**src/design/ntcbt_pkg.sv**
```systemverilog
`default_nettype none
package ntcbt_pkg;

  // status codes
  localparam logic [2:0] ST_OK        = 3'd0;
  localparam logic [2:0] ST_BAD_VOLT  = 3'd1;
  localparam logic [2:0] ST_BAD_CFG   = 3'd2;
  localparam logic [2:0] ST_INV_NEG   = 3'd3;
  localparam logic [2:0] ST_RES_SAT   = 3'd4;
  localparam logic [2:0] ST_TEMP_SAT  = 3'd5;

  // register indexes
  localparam logic [1:0] REG_FIXED_R  = 2'd0;
  localparam logic [1:0] REG_NOM_R    = 2'd1;
  localparam logic [1:0] REG_BETA     = 2'd2;
  localparam logic [1:0] REG_NOM_T    = 2'd3;

  localparam int CFG_W     = 24;
  localparam int FRAC_BITS = 24;
  localparam int LOG_W     = 30;  // Q6.24 log2, 6 integer bits
  localparam int DIV1_W    = 47;  // numerator of the two divides after the log
  localparam int QDIV_N    = 49;
  localparam int QDIV_D    = 48;
  localparam int TEMP_W    = 21;

  localparam logic [31:0]       LN2_Q32      = 32'd2977044472;
  localparam logic [DIV1_W-1:0] INV_NUM      = 47'd109951162777600;  // 100 * 2^40
  localparam logic [16:0]       KELVIN_CENTI = 17'd27315;
  localparam logic [20:0]       KELVIN_T     = 21'd27315;
  localparam logic [20:0]       TEMP_MAX     = 21'd1000000;
  localparam logic [QDIV_N-1:0] Q_LIMIT      = 49'd1027315;
  localparam logic [15:0]       T0_RST       = 16'd2500;
  localparam logic [15:0]       T0_MIN       = 16'h954D;  // -27315

endpackage
`default_nettype wire

```
**src/design/ntcbt_div.sv**
```systemverilog
`default_nettype none
module ntcbt_div
  import ntcbt_pkg::*;
#(
  parameter int NUM_W = 8,
  parameter int DEN_W = 8,
  parameter int SB_W  = 1
) (
  input  logic             clk,
  input  logic             rst,
  input  logic             in_valid,
  input  logic [NUM_W-1:0] num,
  input  logic [DEN_W-1:0] den,
  input  logic [SB_W-1:0]  side,
  output logic             out_valid,
  output logic [NUM_W-1:0] quot,
  output logic [SB_W-1:0]  out_side
);

  // one restoring step per stage; nq shifts numerator bits out and quotient bits in
  logic [DEN_W-1:0] rem   [NUM_W];
  logic [NUM_W-1:0] nq    [NUM_W];
  logic [DEN_W-1:0] den_s [NUM_W];
  logic [SB_W-1:0]  sd    [NUM_W];
  logic [NUM_W-1:0] vld;

  function automatic logic [DEN_W+NUM_W-1:0] step(input logic [DEN_W-1:0] r,
                                                 input logic [NUM_W-1:0] n,
                                                 input logic [DEN_W-1:0] d);
    logic [DEN_W:0] r2;
    logic [DEN_W:0] sub;
    logic           ge;
    r2  = {r, n[NUM_W-1]};
    sub = r2 - {1'b0, d};
    ge  = (r2 >= {1'b0, d});
    return {(ge ? sub[DEN_W-1:0] : r2[DEN_W-1:0]), n[NUM_W-2:0], ge};
  endfunction

  always_ff @(posedge clk) begin
    if (rst) begin
      vld <= '0;
    end else begin
      vld <= {vld[NUM_W-2:0], in_valid};
    end
  end

  always_ff @(posedge clk) begin
    {rem[0], nq[0]} <= step('0, num, den);
    den_s[0] <= den;
    sd[0]    <= side;
    for (int i = 1; i < NUM_W; i++) begin
      {rem[i], nq[i]} <= step(rem[i-1], nq[i-1], den_s[i-1]);
      den_s[i] <= den_s[i-1];
      sd[i]    <= sd[i-1];
    end
  end

  assign out_valid = vld[NUM_W-1];
  assign quot      = nq[NUM_W-1];
  assign out_side  = sd[NUM_W-1];

endmodule
`default_nettype wire

```
**config.mk**
```make
export PLATFORM = sky130hd
export DESIGN_NAME = ntcbt_div
export DESIGN_NICKNAME = d
export VERILOG_FILES = /design/src/design/ntcbt_pkg.sv /design/src/design/ntcbt_div.sv
export SDC_FILE = /design/constraint.sdc
export NUM_CORES = 1
export LEC_CHECK = 0
export BUFFER_PORTS_ARGS = -buffer_cell sky130_fd_sc_hd__buf_2
export CAP_MARGIN = 20
export CORE_MARGIN = 10
export CORE_UTILIZATION = 46
export CTS_CLUSTER_SIZE = 14
export DETAILED_ROUTE_END_ITERATION = 10
export HOLD_SLACK_MARGIN = 0.02
export PLACE_DENSITY = 0.65
export SYNTH_ARGS = -nofsm -noshare
export SYNTH_HDL_FRONTEND = slang
export SYNTH_SLANG_ARGS = --single-unit
```
**constraint.sdc**
```tcl
create_clock -name clk -period 2.14 [get_ports clk]
set_input_delay 0.214 -clock clk [delete_from_list [all_inputs] [get_ports clk]]
set_output_delay 0.214 -clock clk [all_outputs]
set_load 0.01 [all_outputs]
```
Word level (Yosys, flattened, before mapping)
Memory sizes are Yosys's and may differ from the RTL's.
Index checks and enable logic that the tools add are counted.
{ "classes": {"addsub": 7, "order_cmp": 8, "mux": 7} }
{ "op_table": {"columns": ["operator", "n"], "rows": [
  ["9-bit by 8-bit greater-or-equal comparator with 1-bit output", 7],
  ["8-bit 2-to-1 mux", 6],
  ["8-bit subtractor", 6],
  ["1-bit by 8-bit greater-or-equal comparator with 1-bit output", 1],
  ["1-bit by 8-bit subtractor with 8-bit output", 1],
  ["1-bit 2-to-1 mux", 1]
]} }
{ "totals": {"reg_bits": 128, "mem_bits_rw": 72, "in_bits": 20, "out_inout_bits": 10, "wordCells": 41, "n_memories": 2} }
{ "memory_table": {"columns": ["name", "words", "width", "rd", "rd_ports_with_merged_regs", "write_ports", "line_no", "text"], "rows": [
  ["den_s", 8, 8, 7, 0, 8, "ntcbt_div.sv:23", "logic [DEN_W-1:0] den_s [NUM_W];"],
  ["sd", 8, 1, 8, 0, 8, "ntcbt_div.sv:24", "logic [SB_W-1:0] sd [NUM_W];"]
]} }

Depth between registers and ports, before layout
Gate-level depths: netlist (run 1).
{ "logic_depth": {"word_depth": 2, "ltp_mapped": 9, "ltp_nobuf": 8} }

Worst setup path after synthesis (run 1)
No wires, ideal clock.
{ "synth_timing": {"path_type": "reg2reg", "from": "reg nq[55] (netlist name)", "to": "reg rem[46] (netlist name)", "setup_time_ps": 121, "arrival_time_ps": 1816, "required_time_ps": 2019, "slack_ps": 203, "path_stages_with_launch": 9, "n_path_buf": 0, "period_less_slack_ps": 1937, "cell_sequence": "dfxtp_1 > inv_1 > ha_1 > fa_1 > nor2b_1 > o31a_1 > nor4_1 > a311o_1 > mux2_2"} }
{ "synth_via": {"elab_chain_cells": 2, "word_cells_on_any_way": 3, "cone_classes": "add/sub: 1; order compare: 1; mux: 1"} }
{ "synth_rtl": {"columns": ["item", "line_no", "text"], "rows": [
  ["start, declared", "ntcbt_div.sv:22", "logic [NUM_W-1:0] nq [NUM_W];"],
  ["start signal, assigned by index", "ntcbt_div.sv:52", "{rem[i], nq[i]} <= step(rem[i-1], nq[i-1], den_s[i-1]);"],
  ["8-bit subtractor or 9-bit by 8-bit greater-or-equal comparator with 1-bit output (tied branches)", "ntcbt_div.sv:34, ntcbt_div.sv:35", null],
  ["8-bit 2-to-1 mux *", "ntcbt_div.sv:36", "return {(ge ? sub[DEN_W-1:0] : r2[DEN_W-1:0]), n[NUM_W-2:0], ge};"],
  ["end signal, assigned by index", "ntcbt_div.sv:52", null],
  ["end, declared", "ntcbt_div.sv:21", "logic [DEN_W-1:0] rem [NUM_W];"]
]} }
Mark *: on every way between the ends. The rest lies on a longest branch, timed or not.
A chain may end at the register's enable or synchronous reset.

Final worst setup path (run 1)
{ "layout_timing": {"from": "reg nq[39] (netlist name)", "to": "reg rem[30] (netlist name)"} }
The elaborated chain is that of the path after synthesis.

==> flow_summary_export.csv, run 1 <==
group,metric,value,unit
sta,worst-slew-pin-transition,0.430,ns
floorplanning,io_pins,30,
floorplanning,die_area,20900,um2
sta,relSlewSlack,0.706,
synth,synth_seq_cells,192,
placement,placed_area,7480,um2
clocking,clock_latency,0.42,ns
drt,dr.pass1.iters,4,
placement,io_buffers,29,
placement,hpwl,9350,um
synth,synth_enable_flop_cells,0,
floorplanning,die_h,145,um
drt,ant_nets,0,
synth,synth_largest_area_cell,"dfxtp_1",
global_route,overflow,0,
global_route,antenna_found_initial,0,
power_and_ir_drop,p_leak,3.89,nW
sta,drv_slew,0,
power_and_ir_drop,ir_worst_vdd,0.628,mV
drt,topRoutingLayerUsed,"met4",
clocking,cts.path.max_buffers,2,
worst_setup_path,required,2.45,ns
clocking,clock-sinks,192,
synth,async_reset_ff_frac,0,
drt,wl_met1,5400,um
synth,synthTopCellsByArea,"dfxtp_1, ha_1, inv_1",
outcome,outcome,"finished, final reports clean",
clocking,cts_tree,"done",
floorplanning,die_width,145,um
sta,hold_viol,0,
synth,synth_area_per_cell,10.8,um2
power_and_ir_drop,powerDensity,1180,nW/um2
cells_and_area,fin_area,8320,um2
synth,synth_common_cells,"dfxtp_1, inv_1, ha_1, nand2_1, o21ai_0",
synth,ys_warn_count,0,
clocking,htreeDepth,4,
floorplanning,rows,45,
global_route,grt_pass1_wl,21400,um
floorplanning,initial_core_util,0.470,
synth,yosysMostFrequentCell,"dfxtp_1",
drt,drt_iter0_drc,250,
cells_and_area,n_fill_cell,1323,
clocking,cts_buffers,17,
sta,min_period_over_period,0.957,
clocking,clk_pin_slew,0.07,ns
synth,yosysSeqAreaShare,0.538,
cells_and_area,fin_nets,810,
run,maxCapViolCount,0,
synth,ys.flop_type,"dfxtp_1",
sta,setup_viol,0,
sta,period_minus_slack,2.05,ns
synth,netlist.area_leader.share,0.538,
global_route,first_global_vias,4633,
global_route,grt_max_degree,18,
global_route,grt.total_usage,0.128,
drt,met3_length,420,um
drt,viasPerCell,4.94,
synth,synth_nets,743,
cells_and_area,layout-drive-gt1-share,0.160,
placement,routabilityCongestion,0.861,
synth,synth.distinct_cells,49,
drt,via_count,4579,
clocking,clock-root-buffer,"clkbuf_16",
drt,wl_met2,6570,um
worst_setup_path,crit_path_start_kind,"register",
cells_and_area,syn_to_final_growth,16.4,%
worst_setup_path,worstSetupPathType,"register to register",
cells_and_area,antenna_cells,0,
min_path,holdCritPathClass,"input pin to register",
synth,synth_cells,659,
sta,max_freq,488,MHz
drt,wl,12500,um
drt,wl_per_cell,13.5,um
cells_and_area,utilization,0.547,
worst_setup_path,end_kind,"register",
worst_setup_path,cp_max_fo,3,
drt,drc,0,
sta,finClkSkew,0.00721,ns
floorplanning,core-area,15200,um2
worst_setup_path,cp.arrival,2.35,ns
synth,syn_area,7140,um2
-- placed cells by master, fill, tap and decap left out, types with 4 or more instances in the layout --
master and n:
nand4_1 7, ha_1 57, nand2b_1 11, a21o_1 7
nor2_1 23, o21bai_1 4, dlygate4sd3_1 18, a21oi_2 9
o21a_1 10, buf_4 10, inv_6 5, mux2i_1 6
xor2_1 6, fa_2 4, o21ai_0 36, dfxtp_1 191
inv_1 81, a211o_1 4, a31oi_1 5, nor2b_1 19
nor4_1 4, xnor2_1 12, o31ai_1 6, nor3b_1 5
clkbuf_16 17, mux2_2 15, a21oi_1 25, and4_1 4
buf_2 30, nand2_1 41
-- final cells by class --
class / count / area (um2) / area share
multi-input cells: 373 / 2950 / 0.354
flip-flops and latches: 192 / 3840 / 0.462
clock buffers: 21 / 460 / 0.0554
inverters: 82 / 308 / 0.0370
well taps: 188 / 235 / 0.0283
clock inverters: 11 / 93.8 / 0.0113
repair buffers: 60 / 428 / 0.0515
-- where the power goes --
group          switching (mW)  internal, mW  total [mW]
Sequential              0.227          4.09        4.32
Clock                    1.36          1.58        2.95
Combinational            1.38          1.21        2.58
-- cell families after synthesis --
group	after synthesis	synth area share
adders and majority gates	64	0.118
xor gates and xnor gates	18	0.0221
and+or+nand+nor	137	0.101
buffers and inverters	94	0.0559
muxes	21	0.0321
AOI/OAI and AO/OA	133	0.132
DFF	192	0.538
-- flip-flops by register name (all words and copies together), names as in the netlist --
| signal | cells |
|---|---|
| vld | 8 |
| den_s | 56 |
| quot | 8 |
| rem | 56 |
| sd | 8 |
| nq | 56 |
-- what timing repair did --
action,4_1_cts,5_1_grt
gates cloned,0,1
resized for setup,2,14
pin swaps,1,9
setup buffers,0,5
endpoints found under the setup margin,1,20
endpoints found under the hold margin,18,0
hold buffers,18,0
-- layer usage --
layer | vias to the layer above | track usage
met3 | 5 | 0.0338
met1 | 2146 | 0.144
met5 | - | 0
met4 | 0 | 0.0410
met2 | 76 | 0.229
li1 | 2352 | -
-- worst max-delay path: stages (launching register included) --
cell	delay, ns
dfxtp_1	0.31
inv_1	0.04
ha_1	0.22
fa_2	0.37
nor2b_2	0.16
o31a_1	0.19
nor4_1	0.07
a311o_1	0.32
mux2_2	0.26
-- final timing paths --
path	from	end	slack (ns)	cells past startpoint
worst max register to register	nq[39]	rem[30]	0.09	8
worst max-delay path	nq[39]	rem[30]	0.09	8
worst min-delay path	rst	vld[7]	0.05	2
worst min register to register	nq[48]	nq[41]	0.32	0
-- stage by stage --
| stage | power [mW] | cells | setup slack (ns) | TNS (ns) | hold slack (ns) |
|---|---|---|---|---|---|
| after floorplan | 6.29 | 659 | 0.203 | 0 | 0.242 |
| after global placement | 6.77 | 871 | 0.0394 | 0 | 0.310 |
| after detailed placement | 6.87 | 871 | 0.0411 | 0 | 0.312 |
| after CTS | 9.89 | 921 | 0.0194 | 0 | 0.0371 |
| after global routing | 10.5 | 927 | -0.0257 | -0.0402 | 0.0489 |
| final | 9.85 | 927 | 0.0926 | 0 | 0.0526 |
Power figures use the tool's default switching activity.
==> run 2: changes to the inputs <==
--- a/config.mk
+++ b/config.mk
@@ -5,7 +5,7 @@
 export SDC_FILE = /design/constraint.sdc
 export NUM_CORES = 1
 export LEC_CHECK = 0
-export BUFFER_PORTS_ARGS = -buffer_cell sky130_fd_sc_hd__buf_2
+export BUFFER_PORTS_ARGS = -buffer_cell sky130_fd_sc_hd__clkbuf_2
 export CAP_MARGIN = 20
 export CORE_MARGIN = 10
 export CORE_UTILIZATION = 46
==> run 2 against run 1 <==
Global-route usage shrank 0.050 points. Clock-buffer cell count fell by 4. Final cell count is 0.32% lower. Final area is 0.86% higher. Via count decreased by 2.1%. Critical endpoint is now rem[34]. Largest power group unchanged.
==> flow_summary_export.csv, run 2 (synthesized netlist as in run 1, its figures left out) <==
group,metric,value,unit
sta,whs,0.0449,ns
worst_setup_path,r2r_setup_slack,0.1,ns
global_route,met2_usage,0.218,
cells_and_area,mostFrequentLayoutCell,"dfxtp_1",
drt,wl,12200,um
cells_and_area,fin_area,8390,um2
placement,post-place-ws,0.0180,ns
cells_and_area,utilization,0.552,
sta,setup_viol,0,
worst_setup_path,crit_path_start_kind,"register",
sta,final.setup.worst_slack,0.0994,ns
sta,max_freq,490,MHz
worst_setup_path,cp_max_fo,7,
power_and_ir_drop,powerDensity,1210,nW/um2
global_route,grt.busiest_layer,"met2",
worst_setup_path,end_kind,"register",
drt,wl_per_cell,13.2,um
worst_setup_path,required,2.46,ns
drt,viasPerCell,4.85,
placement,hpwl,9200,um
floorplanning,die_width,145,um
floorplanning,die_area,20900,um2
global_route,grt_max_degree,21,
power_and_ir_drop,p_leak,3.91,nW
clocking,htreeDepth,4,
floorplanning,core-area,15200,um2
cells_and_area,antenna_cells,0,
clocking,clock-sinks,192,
drt,dr.pass1.iters,4,
sta,relSlewSlack,0.725,
cells_and_area,n_fill_cell,1290,
clocking,clock-root-buffer,"clkbuf_16",
floorplanning,initial_core_util,0.470,
global_route,overflow,0,
worst_setup_path,cp_slowest_stage_delay,0.37,ns
clocking,cts_tree,"done",
worst_setup_path,worstReg2RegEnd,"rem[34]",
sta,min_period_over_period,0.954,
run,maxCapViolCount,0,
worst_setup_path,slowest_stage,"mux2_2",
sta,fin_tns_setup,0,ns
cells_and_area,layout-drive-gt1-share,0.166,
drt,drt_iter0_drc,279,
drt,via_count,4485,
min_path,min_to,"vld[0]",
placement,placed_area,7480,um2
worst_setup_path,cp.arrival,2.36,ns
sta,drv_slew,0,
min_path,holdCritPathClass,"input pin to register",
sta,finClkSkew,0.0131,ns
floorplanning,die_h,145,um
cells_and_area,fin_nets,807,
clocking,clk_pin_slew,0.08,ns
worst_setup_path,ff2ff_path_depth,7,
cells_and_area,layout_common_cells,"dfxtp_1, inv_1, ha_1",
clocking,cts.path.max_buffers,2,
sta,hold_viol,0,
worst_setup_path,worstSetupPathType,"register to register",
min_path,min_from,"rst",
worst_setup_path,path_cells,"inv_1 -> ha_2 -> a21o_1 -> o21bai_1 -> a21boi_2 -> a21boi_4 -> mux2_2",
global_route,use_met1,0.141,
sta,worst-slew-pin-transition,0.407,ns
placement,io_buffers,29,
global_route,first_global_vias,4655,
worst_setup_path,timing.rr.start,"den_s[2][6]",
min_path,hold_depth,2,
global_route,antenna_found_initial,0,
placement,routabilityCongestion,0.855,
clocking,cts_buffers,17,
global_route,grt.total_usage,0.127,
floorplanning,io_pins,30,
global_route,grt_pass1_wl,21000,um
outcome,outcome,"finished, final reports clean",
sta,period_minus_slack,2.04,ns
drt,drc,0,
drt,ant_nets,0,
power_and_ir_drop,ir_worst_vdd,0.657,mV
global_route,use_met3,0.0387,
cells_and_area,syn_to_final_growth,17.4,%
clocking,clock_latency,0.44,ns
floorplanning,rows,45,
==> run 2: cell type report <==
cell class,instances,area (um2),area share
Clock buffer,17,425,0.0507
Clock inverter,15,218,0.0260
Inverter,82,308,0.0367
Multi-Input combinational cell,373,2950,0.351
Sequential cell,192,3840,0.458
Tap cell,188,235,0.0280
Timing Repair Buffer,57,408,0.0486
==> run 2: critical path, delay by kind of cell, from the launching register on <==
| family | cells | cell delay, ns |
|---|---|---|
| AO/OA/AOI/OAI | 4 | 0.83 |
| buffers and inverters | 1 | 0.05 |
| adder cells (fa/ha/maj) | 1 | 0.30 |
| flip-flops | 1 | 0.36 |
| multiplexers | 1 | 0.37 |
==> run 2: worst max path at each step <==
| stage | start | to | slack (ns) | cells after the start |
|---|---|---|---|---|
| 2_1_floorplan | nq[55] | rem[46] | 0.20 | 8 |
| 3_3_place_gp | den_s[2][6] | rem[37] | 0.04 | 7 |
| 3_5_place_dp | den_s[2][6] | rem[37] | 0.02 | 7 |
| 4_1_cts | den_s[2][6] | rem[37] | 0.002 | 7 |
| 5_1_grt | den_s[1][6] | rem[41] | -0.02 | 8 |
| 6_report | den_s[2][6] | rem[34] | 0.1 | 7 |
==> run 2: repair_timing <==
| action | 4_1_cts | 5_1_grt |
|---|---|---|
| endpoints found under the setup margin | 0 | 30 |
| endpoints found under the hold margin | 18 | 0 |
| hold buffers | 18 | 0 |
| gates resized for setup | 0 | 21 |
| buffers inserted | 0 | 3 |
==> run 2: power breakdown <==
part	internal (mW)	total, mW	switching (mW)
clock	1.81	3.29	1.49
combinational	1.19	2.54	1.35
sequential	4.09	4.31	0.220
total	7.09	10.1	3.06
==> run 2: routing by layer <==
| metal | share of wire | up-vias | routed length (um) |
|---|---|---|---|
| li1 | - | 2351 | - |
| met1 | 0.45 | 2059 | 5470 |
| met2 | 0.50 | 59 | 6100 |
| met3 | 0.031 | 16 | 372 |
| met4 | 0.018 | 0 | 217 |
| met5 | 0 | - | 0 |
==> run 2: metrics by stage <==
stage / power [mW] / cells
final: 10.1 / 924
after global routing: 10.8 / 924
after CTS: 10.2 / 921
after detailed placement: 6.85 / 871
after global placement: 6.77 / 871
after floorplan: 6.29 / 659
==> run 3: changes to the inputs <==
==> constraint.sdc (replaced) <==
create_clock -name clk -period 2.4 [get_ports clk]
set_input_delay 0.24 -clock clk [delete_from_list [all_inputs] [get_ports clk]]
set_output_delay 0.24 -clock clk [all_outputs]
set_load 0.01 [all_outputs]
==> run 3 against run 2 <==
Register-to-register slack improved by 0.13 ns. Utilization fell by 1.1 points. Worst setup slack better by 0.13 ns. Largest power group unchanged.
==> flow_summary_export.csv, run 3 (synthesized netlist as in run 1, its figures left out) <==
group,metric,value,unit
outcome,outcome,"finished, final reports clean",
global_route,use_met1,0.142,
min_path,hold_depth,2,
global_route,grt.busiest_layer,"met2",
drt,via_count,4463,
global_route,grt_max_degree,18,
placement,placed_area,7450,um2
floorplanning,die_width,145,um
power_and_ir_drop,powerDensity,1080,nW/um2
worst_setup_path,r2r_setup_slack,0.22,ns
worst_setup_path,ff2ff_path_depth,7,
power_and_ir_drop,intPower,6.31,mW
global_route,use_met3,0.0390,
worst_setup_path,worstReg2RegEnd,"rem[35]",
worst_setup_path,timing.rr.start,"den_s[2][6]",
drt,dr.pass1.iters,4,
drt,ant_nets,0,
sta,max_freq,460,MHz
worst_setup_path,worstSetupPathType,"register to register",
sta,setup_viol,0,
power_and_ir_drop,p_leak,3.85,nW
min_path,min_from,"in_valid",
worst_setup_path,cp_max_fo,8,
floorplanning,die_h,145,um
clocking,clk_pin_slew,0.07,ns
sta,finClkSkew,0.0117,ns
placement,routabilityCongestion,0.860,
min_path,holdCritPathClass,"input pin to register",
cells_and_area,antenna_cells,0,
worst_setup_path,end_kind,"register",
cells_and_area,layout-drive-gt1-share,0.131,
placement,io_buffers,29,
worst_setup_path,required,2.71,ns
drt,drc,0,
drt,wl,12500,um
cells_and_area,syn_to_final_growth,15.0,%
global_route,first_global_vias,4489,
clocking,htreeDepth,4,
worst_setup_path,cp.arrival,2.49,ns
global_route,overflow,0,
sta,relSlewSlack,0.577,
sta,fin_tns_setup,0,ns
cells_and_area,utilization,0.540,
global_route,antenna_found_initial,0,
cells_and_area,layout_common_cells,"dfxtp_1, inv_1, ha_1",
clocking,clock-root-buffer,"clkbuf_16",
worst_setup_path,crit_path_start_kind,"register",
sta,hold_viol,0,
clocking,cts_tree,"done",
floorplanning,io_pins,30,
sta,worst-slew-pin-transition,0.635,ns
sta,whs,0.0449,ns
sta,period_minus_slack,2.18,ns
power_and_ir_drop,combPwrFrac,0.244,
run,maxCapViolCount,0,
floorplanning,initial_core_util,0.470,
cells_and_area,mostFrequentLayoutCell,"dfxtp_1",
power_and_ir_drop,pwr-share-seq,0.433,
power_and_ir_drop,switchingPower,2.58,mW
cells_and_area,fin_area,8220,um2
placement,hpwl,9410,um
power_and_ir_drop,p_sw_frac,0.291,
floorplanning,core-area,15200,um2
power_and_ir_drop,ir_worst_vdd,0.544,mV
global_route,met2_usage,0.217,
clocking,cts_buffers,17,
power_and_ir_drop,clockPowerShare,0.322,
sta,drv_slew,0,
clocking,cts.path.max_buffers,2,
drt,viasPerCell,4.88,
cells_and_area,fin_nets,797,
drt,wl_per_cell,13.7,um
floorplanning,rows,45,
clocking,clock-sinks,192,
global_route,grt_pass1_wl,21000,um
min_path,min_to,"vld[0]",
clocking,clock_latency,0.43,ns
drt,drt_iter0_drc,175,
power_and_ir_drop,power,8.90,mW
global_route,grt.total_usage,0.128,
sta,min_period_over_period,0.906,
sta,rsz0062_at_grt,"false",
floorplanning,die_area,20900,um2
==> run 3: cell count changes in the layout (fill, tap and decap cells not counted), sizes merged <==
cell / before / now
buf: 10 / 2
bufinv: 2 / 3
clkbuf: 46 / 48
clkinv: 6 / 4
clkinvlp: 1 / 2
dlygate4sd3: 18 / 16
inv: 88 / 86
==> run 3: cell type report <==
class	instances	area (um2)
Fill cell	1341	6990
Tap cell	188	235
Clock buffer	19	433
Inverter	82	308
Timing Repair Buffer	47	320
Multi-Input combinational cell	373	2900
Clock inverter	13	178
Sequential cell	192	3840
==> run 3: worst max path at each step <==
stage / from / end / slack (ns) / cells past startpoint
after floorplan: nq[55] / rem[46] / 0.46 / 8
after global placement: den_s[2][6] / rem[36] / 0.25 / 7
after detailed placement: den_s[2][6] / rem[38] / 0.23 / 7
after CTS: den_s[2][6] / rem[35] / 0.21 / 7
after global routing: den_s[0][4] / rem[50] / 0.05 / 6
final: den_s[2][6] / rem[35] / 0.22 / 7
==> run 3: power by group through the flow <==
stage	combinational (mW)	clock (mW)	sequential [mW]
3_3_place_gp	2.08	0	3.92
4_1_cts	2.18	2.95	3.86
3_5_place_dp	2.15	0	3.93
5_1_grt	2.45	3.08	3.90
2_1_floorplan	1.76	0	3.84
6_report	2.17	2.87	3.85
==> run 3: metrics by stage <==
step / instances / worst slack (ns)
floorplan: 659 / 0.463
global placement: 866 / 0.252
detailed placement: 866 / 0.231
CTS: 914 / 0.211
global route: 914 / 0.0463
finish: 914 / 0.224
==> run 3: what timing repair did <==
action | CTS | global route
gates resized for setup | 0 | 0
endpoints found under the hold margin | 16 | 0
hold buffers | 16 | 0
buffers inserted | 0 | 0
==> run 3: critical path, cell delays in order (launching register included) <==
cell	delay, ns
dfxtp_1	0.39
inv_1	0.06
ha_1	0.34
a21o_1	0.21
o21bai_1	0.17
a21boi_2	0.15
a21boi_4	0.35
mux2_2	0.37
==> run 3: per-layer routing <==
layer  wire, um  vias up
met5          0        -
li1           -     2323
met3        459       28
met1       5550     2046
met2       6130       66
met4        338        0
